## src/hw/rtl/sshf_pkg.sv

```systemverilog
`timescale 1ns / 1ps

package sshf_pkg;

    localparam int HASH_W = 32;
    localparam int FOLD_W = 6;
    localparam int BYTE_W = 8;
    localparam int ADDR_W = 3;

    localparam logic [HASH_W-1:0] FNV_PRIME = 32'h0100_0193;
    localparam int FOLD_START = 16;
    localparam logic [FOLD_W-1:0] FOLD_RESET = 6'd32;

    typedef logic [HASH_W-1:0] t_hash;
    typedef logic [FOLD_W-1:0] t_fold_bits;

    typedef enum logic [0:0] {
        REG_SEED      = 1'b0,
        REG_FOLD_BITS = 1'b1
    } t_reg_addr;

endpackage

```

## src/hw/rtl/seeded_string_hash_fold.sv

```systemverilog
`timescale 1ns / 1ps
// A last byte passes the input stage register, then its result is registered in the output register.
// Throughput: one byte per cycle when not stalled; the hash feedback holds one constant multiply.
// The input stage stalls only when a last byte waits on a full, stalled output register.
// Reset (synchronous, active low) empties both stages, ends any string in progress,
// and sets seed to 0 and fold_bits to 32.
module seeded_string_hash_fold (
    input  logic                         i_clk,
    input  logic                         i_rst_n,
    input  logic                         i_in_valid,
    output logic                         o_in_stall,
    input  logic [sshf_pkg::BYTE_W-1:0]  i_data_byte,
    input  logic                         i_last,
    output logic                         o_out_valid,
    input  logic                         i_out_stall,
    output sshf_pkg::t_hash              o_full_hash,
    output sshf_pkg::t_hash              o_folded_hash,
    input  logic                         psel,
    input  logic                         penable,
    input  logic                         pwrite,
    input  logic [sshf_pkg::ADDR_W-1:0]  paddr,
    input  logic [31:0]                  pwdata,
    output logic [31:0]                  prdata,
    output logic                         pready
);
    import sshf_pkg::*;

    t_hash              r_seed;
    t_fold_bits         r_fold_bits;
    logic               r_a_valid;
    logic [BYTE_W-1:0]  r_a_byte;
    logic               r_a_last;
    t_hash              r_hash;
    logic               r_mid;
    logic               r_out_valid;
    t_hash              r_full;
    t_hash              r_folded;

    t_hash      hash_start;
    t_hash      n_hash;
    t_hash      folded;
    logic       a_move;
    logic       in_take;
    logic       cfg_write;
    t_reg_addr  reg_sel;

    assign pready    = 1'b1;
    assign cfg_write = psel && penable && pwrite && pready;
    assign reg_sel   = t_reg_addr'(paddr[2]);

    always_comb begin
        unique case (reg_sel)
            REG_SEED:      prdata = r_seed;
            REG_FOLD_BITS: prdata = {{(32 - FOLD_W){1'b0}}, r_fold_bits};
            default:       prdata = '0;
        endcase
    end

    always_ff @(posedge i_clk) begin
        if (!i_rst_n) begin
            r_seed      <= '0;
            r_fold_bits <= FOLD_RESET;
        end else if (cfg_write) begin
            unique case (reg_sel)
                REG_SEED:      r_seed      <= pwdata;
                REG_FOLD_BITS: r_fold_bits <= pwdata[FOLD_W-1:0];
                default:       ;
            endcase
        end
    end

    // Only a last byte needs room in the output register.
    assign a_move     = r_a_valid && (!r_a_last || !r_out_valid || !i_out_stall);
    assign o_in_stall = r_a_valid && !a_move;
    assign in_take    = i_in_valid && !o_in_stall;

    assign hash_start = r_mid ? r_hash : ((r_seed == '0) ? FNV_PRIME : r_seed);

    // Multiply by 0x01000193 as a sum of shifted copies, then XOR in the sign-extended byte.
    assign n_hash = ((hash_start << 24) + (hash_start << 8) + (hash_start << 7)
                     + (hash_start << 4) + (hash_start << 1) + hash_start)
                    ^ {{(HASH_W - BYTE_W){r_a_byte[BYTE_W-1]}}, r_a_byte};

    sshf_fold u_fold (
        .i_hash      (n_hash),
        .i_fold_bits (r_fold_bits),
        .o_folded    (folded)
    );

    always_ff @(posedge i_clk) begin
        if (!i_rst_n) begin
            r_a_valid <= 1'b0;
        end else if (in_take) begin
            r_a_valid <= 1'b1;
        end else if (a_move) begin
            r_a_valid <= 1'b0;
        end
    end

    always_ff @(posedge i_clk) begin
        if (in_take) begin
            r_a_byte <= i_data_byte;
            r_a_last <= i_last;
        end
    end

    always_ff @(posedge i_clk) begin
        if (!i_rst_n) begin
            r_hash <= '0;
            r_mid  <= 1'b0;
        end else if (a_move) begin
            r_hash <= n_hash;
            r_mid  <= !r_a_last;
        end
    end

    always_ff @(posedge i_clk) begin
        if (!i_rst_n) begin
            r_out_valid <= 1'b0;
        end else if (a_move && r_a_last) begin
            r_out_valid <= 1'b1;
        end else if (!i_out_stall) begin
            r_out_valid <= 1'b0;
        end
    end

    always_ff @(posedge i_clk) begin
        if (a_move && r_a_last) begin
            r_full   <= n_hash;
            r_folded <= folded;
        end
    end

    assign o_out_valid   = r_out_valid;
    assign o_full_hash   = r_full;
    assign o_folded_hash = r_folded;

    // The input side stalls only behind a last byte blocked by a stalled result.
    a_stall_cause: assert property (@(posedge i_clk) disable iff (!i_rst_n)
        o_in_stall |-> (r_a_last && r_out_valid && i_out_stall))
        else $error("input stall without a blocked last byte");

    // A finished string always makes the next byte start from the seed, or FNV_PRIME if the seed is 0.
    a_string_end: assert property (@(posedge i_clk) disable iff (!i_rst_n)
        (a_move && r_a_last) |=> !r_mid)
        else $error("string still open after its last byte");

    // A byte that does not end the string never produces a result.
    a_no_mid_result: assert property (@(posedge i_clk) disable iff (!i_rst_n)
        (a_move && !r_a_last && r_out_valid && !i_out_stall) |=> !r_out_valid)
        else $error("result produced by a byte that is not last");

    // For fold_bits of 1 to 32, the folded value has no bits at or above the configured width.
    a_fold_range: assert property (@(posedge i_clk) disable iff (!i_rst_n)
        (a_move && r_a_last && r_fold_bits != '0 && r_fold_bits <= t_fold_bits'(HASH_W))
        |=> ((o_folded_hash >> $past(r_fold_bits)) == '0))
        else $error("folded hash wider than fold_bits");

endmodule

```

## src/hw/rtl/sshf_fold.sv

```systemverilog
`timescale 1ns / 1ps

module sshf_fold (
    input  sshf_pkg::t_hash      i_hash,
    input  sshf_pkg::t_fold_bits i_fold_bits,
    output sshf_pkg::t_hash      o_folded
);
    import sshf_pkg::*;

    t_fold_bits bits;
    t_fold_bits width;
    t_fold_bits rest;
    t_hash      h;
    t_hash      rest_mask;

    // Clamp the width to 1..32 as the register may hold 0 or 33..63.
    always_comb begin
        if (i_fold_bits == '0) begin
            bits = t_fold_bits'(1);
        end else if (i_fold_bits > t_fold_bits'(HASH_W)) begin
            bits = t_fold_bits'(HASH_W);
        end else begin
            bits = i_fold_bits;
        end
    end

    // Halve the word while the target is narrower than the current half,
    // then XOR the top bits of what remains onto the bottom.
    always_comb begin
        h     = i_hash;
        width = t_fold_bits'(FOLD_START);
        for (int k = 0; k < 4; k++) begin
            if (bits < t_fold_bits'(FOLD_START >> k)) begin
                h = (h >> (FOLD_START >> k))
                    ^ (h & ((t_hash'(1) << (FOLD_START >> k)) - t_hash'(1)));
                width = t_fold_bits'(FOLD_START >> (k + 1));
            end
        end
        rest      = (width << 1) - bits;
        rest_mask = (t_hash'(1) << rest) - t_hash'(1);
        o_folded  = (h >> rest) ^ (h & rest_mask);
    end

endmodule

```

## config.mk

```make
export PLATFORM = sky130hd
export DESIGN_NAME = seeded_string_hash_fold
export DESIGN_NICKNAME = d
export VERILOG_FILES = /design/src/hw/rtl/sshf_pkg.sv /design/src/hw/rtl/seeded_string_hash_fold.sv /design/src/hw/rtl/sshf_fold.sv
export SDC_FILE = /design/constraint.sdc
export NUM_CORES = 1
export LEC_CHECK = 0
export CORE_UTILIZATION = 30
export CTS_CLUSTER_SIZE = 30
export DETAILED_ROUTE_END_ITERATION = 10
export DONT_BUFFER_PORTS = 1
export GPL_TIMING_DRIVEN = 0
export PLACE_DENSITY = 0.55
export SLEW_MARGIN = 0
export SYNTH_ARGS = -nofsm -noshare
export SYNTH_HDL_FRONTEND = slang
export SYNTH_SLANG_ARGS = --single-unit
```

## constraint.sdc

```tcl
create_clock -name i_clk -period 10.5 [get_ports i_clk]
set_input_delay 1.575 -clock i_clk [delete_from_list [all_inputs] [get_ports i_clk]]
set_output_delay 1.575 -clock i_clk [all_outputs]
set_load 0.02 [all_outputs]
```

==> results of run 1 <==
power by group through the flow:
| stage | logic (uW) | registers, uW | clock network [uW] |
|---|---|---|---|
| 6_report | 3090 | 843 | 672 |
| 3_5_place_dp | 3010 | 856 | 0 |
| 5_1_grt | 3330 | 851 | 710 |
| 3_3_place_gp | 2990 | 855 | 0 |
| 4_1_cts | 3030 | 843 | 691 |
| 2_1_floorplan | 2070 | 839 | 0 |
state kept, by name (all words and copies together), names as in the netlist:
| signal | cells |
|---|---|
| o_folded_hash | 32 |
| o_full_hash | 32 |
| o_out_valid | 1 |
| r_a_byte | 8 |
| r_a_last | 1 |
| r_a_valid | 1 |
| r_fold_bits | 6 |
| r_hash | 32 |
| r_mid | 1 |
| r_seed | 32 |
cell families (layout without fill, tap and decap cells):
family,count (synthesis),after routing,share of synthesized area
multiplexers,74,74,0.0565
buffers and inverters,239,272,0.0639
adder cells (fa/ha/maj),135,135,0.146
flip-flops,146,146,0.256
other,1,1,0.000262
AO/OA/AOI/OAI,389,389,0.193
AND/OR/NAND/NOR,560,560,0.181
XOR/XNOR,162,162,0.103
how the worst max path moves through the flow:
stage	startpoint	to	depth (start not counted)
2_1_floorplan	r_mid$_SDFFE_PN0P_	o_folded_hash[7]$_DFFE_PP_	28
3_3_place_gp	r_mid$_SDFFE_PN0P_	o_folded_hash[0]$_DFFE_PP_	27
3_5_place_dp	r_mid$_SDFFE_PN0P_	o_folded_hash[1]$_DFFE_PP_	27
4_1_cts	r_mid$_SDFFE_PN0P_	o_folded_hash[1]$_DFFE_PP_	27
5_1_grt	r_mid$_SDFFE_PN0P_	o_folded_hash[3]$_DFFE_PP_	29
6_report	r_mid$_SDFFE_PN0P_	o_folded_hash[1]$_DFFE_PP_	27
layout by cell type, fill, tap and decap left out, drive strengths merged, types with 39 or more instances in the layout:
| master | synthesis | routed |
|---|---|---|
| a21boi | 39 | 39 |
| ha | 69 | 69 |
| inv | 151 | 158 |
| nor2 | 136 | 136 |
| fa | 57 | 57 |
| dfxtp | 73 | 73 |
| xor2 | 64 | 64 |
| nand2 | 213 | 213 |
| mux2i | 57 | 57 |
| clkbuf | 72 | 92 |
| edfxtp | 73 | 73 |
| a21oi | 79 | 79 |
| o21ai | 70 | 70 |
| xnor2 | 95 | 95 |
metrics by stage:
stage,power [uW],instance area (um^2),hold WS (ps)
floorplan,2910,14300,443
CTS,4560,15700,469
global route,4900,15700,501
global placement,3840,15100,454
detailed placement,3870,15100,460
finish,4600,15700,468
repair_timing:
item | CTS | global route
hold endpoints to repair | 0 | 0
endpoints found under the setup margin | 0 | 6
gates resized for setup | 0 | 1
hold buffers | 0 | 0
per-layer routing:
| layer | routed length (um) | up-vias |
|---|---|---|
| met2 | 24700 | 495 |
| met1 | 23000 | 6214 |
| met5 | 0 | - |
| met4 | 1500 | 0 |
| met3 | 3190 | 75 |
| li1 | - | 6011 |
final cells by class:
type	count	area, um^2
buffer	87	343
clock inverter	12	159
multi-input combinational	1321	9740
tap	607	759
fill	4967	31000
timing repair buffer	1	27.5
clock buffer	20	489
inverter	152	571
sequential	146	3650
worst max-delay path, stage by stage, from the launching register on:
cell and delay (ps):
dfxtp_1 400, buf_6 210, buf_1 570, buf_1 640, mux2i_1 550, inv_1 190, ha_1 220, or2_2 310
fa_1 520, inv_1 50, fa_1 470, inv_1 40, ha_1 260, clkbuf_1 310, nand2_1 140, nor2_1 240
nand4_1 230, or2_2 360, a2111oi_0 980, nor2_1 470, o311ai_1 990, o21bai_1 280, nor2_1 140, a2111oi_0 80
a2111o_1 420, a21oi_1 240, o211ai_1 140, o21a_1 130
==> results_dict.tcl, run 1 <==
set metrics [dict create \
    dieArea_um2 48500 \
    root_buffer "clkbuf_16" \
    reg2regPathDepth 27 \
    cts_setup_buffers 0 \
    min_from "r_hash[17]$_SDFFE_PN0P_" \
    io_buffers 0 \
    ant_nets 0 \
    synth_edf_count 73 \
    required_ps 10720 \
    worst_setup_path_end_kind "flip-flop" \
    tightestPinTransition_ps 1380 \
    overflow 0 \
    violations "design-rule violations" \
    cp_max_fo 10 \
    p_switching_uw 2420 \
    drt-pass1-iter-count 10 \
    syn_area_um2 14300 \
    min_period_over_period 0.937 \
    synthDistinctLibCells 99 \
    drc_errors 10 \
    synth_top_area_share 0.153 \
    cap_violations 0 \
    core_area_um2 46800 \
    grt_pass1_wl_um 78800 \
    yosys_warnings 0 \
    status "finished, violations left" \
    pwr-share-seq 0.183 \
    clock_latency_ps 470 \
    fin_crit_ps 9840 \
    power.density_nw_per_um2 292 \
    synthArstFlopShare 0 \
    critPathLaunchType "flip-flop" \
    die_w_um 220 \
    die_h_um 220 \
    min_path_cells 2 \
    synth_cells 1706 \
    fmax_mhz 102 \
    fin_nets 1903 \
    yosys_register_bits 146 \
    setup_viol 0 \
    drive_gt1_frac 0.0552 \
    track_usage 0.218 \
    first_global_vias 12600 \
    wl_um 52400 \
    initial_core_util 0.306 \
    rows 79 \
    synthesis.nets 1883 \
    setup_slack_ps 659 \
    gp_congestion 0.947 \
    hold_viol_final 0 \
    synth_common_cells "nand2_1, inv_1, nor2_1" \
    r2r_slack_ps 660 \
    hp-class "reg -> reg" \
    comb_power_share 0.671 \
    power_leakage_uw 0.00655 \
    dp_hpwl_um 42700 \
    synth_most_common_cell "nand2_1" \
    drt_iter0_drc 935 \
    placedCellCount 2314 \
    min_to "r_hash[17]$_SDFFE_PN0P_" \
    synthTopCellsByArea "edfxtp_1, dfxtp_1, fa_1, ha_1, xnor2_1" \
    num_antenna_cells 0 \
    relSlewSlack 0.0757 \
    worst_ep_arrival_time_ps 10060 \
    rsz0062_at_grt "false" \
    place_ws_ps 499 \
    area_growth_pct 10.1 \
    final_util 0.337 \
    fin_tns_setup_ps 0 \
    htree_levels 4 \
    clk_path_buf_depth 2 \
    drv_slew 0 \
    clock-sinks 146 \
    sw_frac_of_total 0.525 \
    ir_drop_mv 0.154 \
    r2r_end "o_folded_hash[1]$_DFFE_PP_" \
    cts_buffers 17 \
    synth-seq-area-share 0.256 \
    avgSynthCellArea_um2 8.38 \
    stdcell_count 2346 \
    intPower_uw 2190 \
    clock_power_share 0.146 \
    cts_tree "yes" \
    timing.rr.start "r_mid$_SDFFE_PN0P_" \
    via_count 12800 \
    routedWlPerCell_um 22.3 \
    finClkSkew_ps 24.7 \
    path_clk_slew_ps 70 \
    antenna_found_initial 0 \
    globalRouteMet2Util 0.366 \
    busiest_layer "met2" \
    crit_type "reg -> reg" \
    viasPerCell 5.45 \
    use_met1 0.280 \
    grt_max_degree 63 \
    yosys.area.top_type "edfxtp_1" \
    met3_usage 0.0404 \
    io_pins 150 \
    ys.flop_type "edfxtp_1" \
]
No activity file was read; power rests on OpenSTA's default activity.
==> inputs of run 2 (changes only) <==
Settings changed: PLACE_DENSITY 0.55 to 0.46.
==> run 2 against run 1 <==
Effect of this change: largest cell class unchanged; the run still ends with design-rule violations left; design area is 0.33% lower; utilization shrank 0.11 points; clock power fell by 8.0%.
==> results_dict.tcl, run 2 (synthesis results as in run 1) <==
set metrics [dict create \
    rows 79 \
    clock-sinks 146 \
    mostFrequentLayoutCells "nand2_1, inv_1, nor2_1" \
    die_h_um 220 \
    htree_levels 4 \
    cts_setup_buffers 0 \
    cts_tree "yes" \
    timing.hold.ws_ps 471 \
    core_area_um2 46800 \
    min_from "r_hash[5]$_SDFFE_PN0P_" \
    area_growth_pct 9.75 \
    drt-pass1-iter-count 10 \
    r2r_slack_ps 300 \
    crit_family "compound AO/OA/AOI/OAI gates" \
    crit_type "reg -> reg" \
    dp_hpwl_um 44300 \
    stdcell_count 2348 \
    cap_violations 0 \
    relSlewSlack 0.0506 \
    hold_viol_final 0 \
    final_common_cell "nand2_1" \
    required_ps 10720 \
    placedCellCount 2315 \
    power_leakage_uw 0.00652 \
    rsz0062_at_grt "false" \
    path_clk_slew_ps 60 \
    clk_path_buf_depth 2 \
    fin_tns_setup_ps 0 \
    wl_um 54200 \
    cts_buffers 17 \
    gp_congestion 0.965 \
    finClkSkew_ps 22.3 \
    timing.rr.start "r_mid$_SDFFE_PN0P_" \
    hold_buffers 0 \
    initial_core_util 0.306 \
    clock_latency_ps 480 \
    cp-startpoint "r_mid$_SDFFE_PN0P_" \
    fmax_mhz 98.0 \
    die_w_um 220 \
    slowest_delay_ps 1160 \
    min_path_cells 2 \
    worst_setup_path_end_kind "flip-flop" \
    status "finished, violations left" \
    slowest_stage "o311ai_0" \
    io_pins 150 \
    critPathLaunchType "flip-flop" \
    routedWlPerCell_um 23.1 \
    grt_max_degree 62 \
    setup_viol 0 \
    io_buffers 0 \
    drive_gt1_frac 0.0552 \
    root_buffer "clkbuf_16" \
    worstPathBufferInverterCount 7 \
    dieArea_um2 48500 \
    overflow 0 \
    final_util 0.336 \
    viasPerCell 5.46 \
    min_period_over_period 0.972 \
    violations "design-rule violations" \
    ant_nets 0 \
    antenna_found_initial 1 \
    min_to "r_hash[5]$_SDFFE_PN0P_" \
    ir_drop_mv 0.127 \
    track_usage 0.225 \
    power_uw 4590 \
    fin_crit_ps 10200 \
    grt_pass1_wl_um 80200 \
    cts-resized-gates 0 \
    power.density_nw_per_um2 293 \
    hp-class "reg -> reg" \
    via_count 12800 \
    fin_nets 1904 \
    drc_errors 30 \
    tightestPinTransition_ps 1420 \
    worst_ep_arrival_time_ps 10420 \
    drt_iter0_drc 884 \
    cp_max_fo 10 \
    r2r_end "o_folded_hash[1]$_DFFE_PP_" \
    first_global_vias 12800 \
    drv_slew 0 \
    reg2regPathDepth 27 \
]
run 2: changes by cell type in the layout (fill, tap and decap cells not counted):
| cell | before | now |
|---|---|---|
| bufinv_16 | 2 | 0 |
| buf_4 | 1 | 2 |
| clkbuf_1 | 72 | 73 |
| clkbuf_8 | 1 | 0 |
| clkinv_4 | 1 | 2 |
| clkinv_8 | 1 | 0 |
| clkinvlp_4 | 1 | 2 |
| diode_2 | 0 | 1 |
| inv_4 | 1 | 2 |
| inv_6 | 3 | 2 |
| inv_8 | 3 | 4 |
| o311ai_0 | 1 | 2 |
| o311ai_1 | 1 | 0 |
run 2: routing by layer:
layer  track usage  wire, um  vias up  part of all wire
li1              -         -     5999                 -
met1         0.287     23900     6246              0.44
met2         0.370     25500      474              0.47
met3        0.0390      2800       92             0.052
met4        0.0972      2030        0             0.037
met5             0         0        -                 0
run 2: worst min-delay path: cells and delay by family (launching register included):
kind,cells,cell delay (ps)
and+or+nand+nor,1,50
DFF,1,310
AOI/OAI and AO/OA,1,60
run 2: cell type report:
| cell class | count | area [um^2] |
|---|---|---|
| Multi-Input combinational cell | 1321 | 9740 |
| Fill cell | 4971 | 31100 |
| Clock buffer | 20 | 479 |
| Sequential cell | 146 | 3650 |
| Antenna cell | 1 | 2.50 |
| Inverter | 152 | 571 |
| Buffer | 87 | 343 |
| Tap cell | 607 | 759 |
| Clock inverter | 12 | 108 |
| Timing Repair Buffer | 2 | 35.0 |
run 2: worst max path at each step:
stage | depth (start not counted) | end | slack (ps)
after global routing | 26 | o_folded_hash[7]$_DFFE_PP_ | 130
final | 27 | o_folded_hash[1]$_DFFE_PP_ | 300
after CTS | 26 | o_folded_hash[7]$_DFFE_PP_ | 530
after detailed placement | 26 | o_folded_hash[7]$_DFFE_PP_ | 550
after floorplan | 28 | o_folded_hash[7]$_DFFE_PP_ | 3050
after global placement | 27 | o_folded_hash[5]$_DFFE_PP_ | 530
run 2: per-stage QoR:
step / area, um^2 / worst slack [ps]
floorplan: 14300 / 3050
global placement: 15100 / 528
detailed placement: 15100 / 547
CTS: 15700 / 530
global route: 15700 / 128
finish: 15700 / 297
run 2: report_power, final:
group	total (uW)	leakage, uW	internal, uW	switching, uW
sequential	844	0.00127	756	88.0
combinational	3130	0.00497	1040	2090
clock	618	0.000286	338	280
total	4590	0.00652	2140	2450
